`config.mk`:
```
export PLATFORM = sky130hd
export DESIGN_NAME = oaht_ctrl
export DESIGN_NICKNAME = d
export VERILOG_FILES = /design/src/rtl/oaht_pkg.sv /design/src/rtl/oaht_ctrl.sv
export SDC_FILE = /design/constraint.sdc
export NUM_CORES = 1
export LEC_CHECK = 0
export ABC_CLOCK_PERIOD_IN_PS = 1200
export BUFFER_PORTS_ARGS = -buffer_cell sky130_fd_sc_hd__buf_2
export CORE_AREA = 2 2 39 41
export CTS_BUF_LIST = sky130_fd_sc_hd__clkbuf_2 sky130_fd_sc_hd__clkbuf_4 sky130_fd_sc_hd__clkbuf_8
export DETAILED_ROUTE_END_ITERATION = 6
export DIE_AREA = 0 0 41 43
export HOLD_SLACK_MARGIN = 0.12
export PLACE_DENSITY = 0.42
export SYNTH_ARGS = -nofsm -noshare
export SYNTH_HDL_FRONTEND = slang
export SYNTH_SLANG_ARGS = --single-unit
```
`constraint.sdc`:
```
create_clock -name clock -period 1.2 [get_ports clock]
set_input_delay 0.24 -clock clock [delete_from_list [all_inputs] [get_ports clock]]
set_output_delay 0.24 -clock clock [all_outputs]
set_load 0.005 [all_outputs]
```
`src/rtl/oaht_pkg.sv`:
```
// package for the open-addressing hash table
// types, constants and codes shared by controller, datapath and top level
`timescale 1ns / 1ps
`default_nettype none
package oaht_pkg;
   localparam int TABLE_DEPTH = 4096;
   localparam int ADDR_W = $clog2(TABLE_DEPTH);
   localparam int MOD_W = ADDR_W + 1;
   localparam int KEY_W = 31;
   localparam int CNT_W = 32;
   localparam int DIV_BITS = 4;
   localparam int DIV_STEPS = (KEY_W + DIV_BITS) / DIV_BITS;
   localparam int DIV_CNT_W = $clog2(DIV_STEPS);
   localparam logic [MOD_W-1:0] MODULUS_RESET = MOD_W'(4093);

   localparam logic FUNC_INSERT = 1'b0;
   localparam logic FUNC_SEARCH = 1'b1;

   localparam logic CSR_PROBE_MODE = 1'b0;
   localparam logic CSR_TABLE_MODULUS = 1'b1;

   localparam logic MODE_LINEAR = 1'b0;
   localparam logic MODE_QUADRATIC = 1'b1;

   localparam logic [1:0] ST_INSERTED = 2'd0;
   localparam logic [1:0] ST_FOUND = 2'd1;
   localparam logic [1:0] ST_MISSING = 2'd2;
   localparam logic [1:0] ST_LIMIT = 2'd3;

   typedef struct packed {
      logic func;
      logic [KEY_W-1:0] lookup_key;
      logic clear_after;
   } req_type;

   typedef struct packed {
      logic [1:0] status;
      logic [11:0] slot_index;
      logic [12:0] probe_count;
      logic [31:0] collision_total;
   } rsp_type;

   typedef struct packed {
      logic clr_step;
      logic load;
      logic div_step;
      logic rd;
      logic adv;
      logic finish;
   } cmd_type;

   typedef struct packed {
      logic clr_last;
      logic div_last;
      logic probe_end;
   } sts_type;

   typedef enum logic [2:0] {
      S_CLEAR,
      S_IDLE,
      S_DIV,
      S_READ,
      S_CHECK
   } state_type;
endpackage
`default_nettype wire

```
`src/rtl/oaht_ctrl.sv`:
```
// controller state machine of the hash table
// depends on oaht_pkg; drives the datapath by cmd_type, reads sts_type
`timescale 1ns / 1ps
`default_nettype none
module oaht_ctrl (
   input  wire logic clock,
   input  wire logic reset,
   input  wire logic start,
   output logic busy,
   output oaht_pkg::cmd_type cmd,
   input  wire oaht_pkg::sts_type sts
);
   import oaht_pkg::*;

   state_type state_ff, state_in;

   always_ff @(posedge clock) begin
      if (reset) begin
         state_ff <= S_CLEAR;
      end else begin
         state_ff <= state_in;
      end
   end

   always_comb begin
      state_in = state_ff;
      cmd = '0;
      busy = 1'b1;
      unique case (state_ff)
         S_CLEAR: begin
            cmd.clr_step = 1'b1;
            if (sts.clr_last) begin
               state_in = S_IDLE;
            end
         end
         S_IDLE: begin
            busy = 1'b0;
            if (start) begin
               cmd.load = 1'b1;
               state_in = S_DIV;
            end
         end
         S_DIV: begin
            cmd.div_step = 1'b1;
            if (sts.div_last) begin
               state_in = S_READ;
            end
         end
         S_READ: begin
            cmd.rd = 1'b1;
            state_in = S_CHECK;
         end
         S_CHECK: begin
            if (sts.probe_end) begin
               cmd.finish = 1'b1;
               state_in = S_IDLE;
            end else begin
               cmd.adv = 1'b1;
               state_in = S_READ;
            end
         end
         default: begin
            state_in = S_IDLE;
         end
      endcase
   end
endmodule
`default_nettype wire

```
# == Word-level counts from Yosys, hierarchy flattened ==
# Cells that the tools add are included.
# totals
regBits,3
input_bits,6
output_inout_bits,7
elab_cells,24
# op_classes
n_eq_ne,7
muxes,14
reduce_logical,2
# op_table
op,count
one-hot mux 3 bit (5 select lines),1
two-way mux 3 bit,3
two-way mux 1 bit,8
"== test 3 x 2 -> 1 bit, second input constant",2
"!= test 2 bit, second input constant",3
two-way mux 2 bit,2
"== test 3 x 1 -> 1 bit, second input constant",1
"== test 3 bit, second input constant",1
zero test 3 bit,1
AND reduction 3 bit,1

# == Longest topological paths before layout ==
# logic_depth
word_depth,3
ltp_mapped,4
ltp_nobuf,3

# == Worst setup path before layout ==
# No wires, ideal clock.
# synth_timing
kind,register to output
from,reg state_ff[1]
to,out cmd[4] (netlist bit)
t_arrival_ns,0.943
required_time_ns,0.960
setup_slack_ns,0.017
stages_incl_launch_ff,4
n_path_buf,1
path_cell_list,dfxtp_1 > buf_4 > or3b_4 > nor2_2
# synth_lines
element,line_no,text
start: declaration,oaht_ctrl.sv:15,"state_type state_ff, state_in;"
start signal: assignment,oaht_ctrl.sv:21,state_ff <= state_in;
end: declaration,oaht_ctrl.sv:10,"output oaht_pkg::cmd_type cmd,"

==> summary.txt <==
Synthesis
  – Synth Area per Inst: 9.62 µm²
  – Post-synth top flop: dfxtp_1
  – Yosys warns: 0
  – Main area contributors after synthesis: dfxtp_1 24%, nor4b_4 9.5%, a21oi_1 8.0%
  – Cells after synthesis: 26
  – Synth area leader: dfxtp_1
  – Yosys cell types: 20
  – Yosys top cell area share: 0.240
  – Sequential area share after synthesis: 0.240
  – Post-synthesis register bit count: 3
  – Mapped Area: 250 µm²
  – Post-Syn Nets: 32
  – Post-synth EDFFs: 0
  – Post-synthesis async set-or-reset flop share: 0

Hold path
  – Hold_sp: reset
  – Worst hold path cell count: 2
  – Endpoint, Worst Hold: state_ff[2]$_SDFFE_PP0P_
  – HP Class: in -> reg

Floorplanning
  – Core box area: 0.00138 mm²
  – FP Rows: 14
  – I/O pins: 13
  – Die boundary width: 41 µm
  – Initial Util: 0.181
  – Full die area: 0.00176 mm²
  – Die height: 43 µm

Layout
  – Max FFs per register: 3
  – Final core occ: 0.330
  – Largest regs: state_ff: 3 flops
  – Fin area: 457 µm²
  – Post-route insts no fill: 64
  – Multi-input logic area: 193 µm²
  – Layout cell share with drive strength beyond 1: 0.771
  – FF/Latch Area: 71.3 µm²
  – Fin nets: 55
  – Fillers: 151
  – Syn-to-layout area delta: 82.5%
  – Diode count: 0
  – Most flops, register: state_ff
  – Commonest non-fill, non-tap cells in the layout: 12 x buf_2, 6 x buf_4, 4 x clkbuf_4
  – Most common cell after layout, fill and taps aside: buf_2

Detailed routing
  – Mean number of vias per cell: 4.13
  – DRC Markers: 0
  – DRT Pass-1 Iters: 3
  – DRT antenna net count: 0
  – Initial drt markers: 3
  – Avg WL per Cell: 8.80 µm
  – Final wirelength: 563 µm
  – Via Count: 264

STA
  – RSZ-0062 raised after global routing: true
  – PnR worst setup slack: -0.187 ns
  – Max frequency: 721 MHz
  – Final Cycle Share: 1.16
  – Slew HR: 0.829
  – Final number of max-transition violations: 0
  – Fin. Hold Viols: 0
  – Slew @ Worst Pin: 0.257 ns
  – Fin crit period: 1.39 ns
  – Setup violations, final: 7
  – Skew final: 0.000854 ns

GRT
  – Met1 Use GR: 0.0831
  – Gr usage total: 0.0802
  – Initial antenna violation count: 0
  – GR Util met2: 0.122
  – Vias in the first global route: 258
  – Grt met3 use: 0.0157
  – Largest net degree at the start of global routing: 7
  – Global routing's busiest layer: met2
  – Global-route wire length before repair: 924 µm
  – GR Overflow Total: 0

Placement
  – IO buf count: 12
  – Placed Area: 342 µm²
  – Number of cells after detailed placement: 56
  – Hpwl dp: 450 µm
  – Gp weighted congestion: 0.611

Setup path
  – Worst path bufs/invs: 1
  – CP Data Arrival Time: 1.15 ns
  – Worst stage delay on the critical path: 0.39 ns
  – Type of origin of the critical path: register
  – RR Endpoint: state_ff[1]$_SDFFE_PP0P_
  – Reg-to-reg slack, setup: 0.11 ns
  – Cell count along the critical path: 3
  – CP Data Required Time: 0.96 ns
  – WS Path Type: reg -> out
  – Crit path max fanout: 3
  – R2r startpoint: state_ff[2]$_SDFFE_PP0P_
  – Crit-path cells: or3b_4 -> nor2_2 -> buf_2
  – R2R cell count: 5
  – Largest delay share family, worst path: simple AND/OR/NAND/NOR gates
  – Slowest-stage cell, CP: or3b_4
  – CP Capture Type: output pin

Pwr
  – Leak pwr: 0.211 nW
  – Power, Total: 490 µW
  – PwrDens: 1070 mW/mm²
  – Worst vdd ir: 0.419 mV

CTS
  – TritonCTS clock tree: yes
  – CTS sink cnt: 3
  – Clk slew on worst S/H paths: 0.04 ns
  – H-tree Lvls: 1
  – CTS buffer count: 3
  – Worst-case clock buffer depth: 2
  – Clk root buf: clkbuf_4
  – Clk Latency, worst-skew pair: 0.23 ns

Run status
  – Status: finished with violations
  – Failing checks: setup timing

Job
  – Max-Cap Viols: 0
## logic make-up after synthesis
kind of cell,after synthesis,share of synthesized area
DFF,3,0.240
muxes,1,0.0400
AOI/OAI and AO/OA,5,0.140
buffers and inverters,4,0.120
and+or+nand+nor,13,0.460
## per-stage QoR
| stage | TNS, ns | hold WS, ns | setup WS, ns |
|---|---|---|---|
| after CTS | -0.903 | 0.193 | -0.201 |
| after global routing | -1.18 | 0.212 | -0.249 |
| after detailed placement | 0 | 0.453 | 0.0152 |
| after global placement | 0 | 0.450 | 0.0161 |
| after floorplan | 0 | 0.309 | 0.0167 |
| final | -0.749 | 0.205 | -0.187 |
## per-layer routing
metal | vias to the layer above | wire length (µm) | share of wire
li1 | 137 | - | -
met1 | 118 | 225 | 0.40
met2 | 9 | 297 | 0.53
met3 | 0 | 40 | 0.071
met4 | 0 | 0 | 0
met5 | - | 0 | 0
## report_power, final
part	switching (mW)	internal [mW]
clock network	0.0503	0.147
logic	0.0696	0.0997
registers	0.0131	0.110
## how the worst max path moves through the flow
stage / start / to / slack (ns)
after CTS: state_ff[2]$_SDFFE_PP0P_ / cmd[4] / -0.20
after global routing: state_ff[0]$_SDFFE_PP0P_ / cmd[4] / -0.25
after floorplan: state_ff[1]$_SDFFE_PP0P_ / cmd[4] / 0.02
after detailed placement: state_ff[0]$_SDFFE_PP0P_ / cmd[4] / 0.02
final: state_ff[2]$_SDFFE_PP0P_ / cmd[4] / -0.19
after global placement: state_ff[1]$_SDFFE_PP0P_ / cmd[1] / 0.02
## synth_stat cells (all sizes together) (2+ instances only)
cell type / number
a21oi: 4
buf: 3
dfxtp: 3
nor2: 2
nor3: 2
or3b: 2
## layout make-up
type                    count  share of cell area
clock buffers               4              0.0658
well taps                  16              0.0438
flip-flops and latches      3               0.156
inverters                   1             0.00822
multi-input cells          19               0.422
repair buffers             21               0.304
## repair_timing
| item | in CTS | in global routing |
|---|---|---|
| setup endpoints to repair | 7 | 8 |
| resized for setup | 7 | 7 |
| setup buffers | 3 | 1 |
| pin swaps | 3 | 2 |
| hold buffers | 0 | 0 |
(Power assumes the default switching activity.)
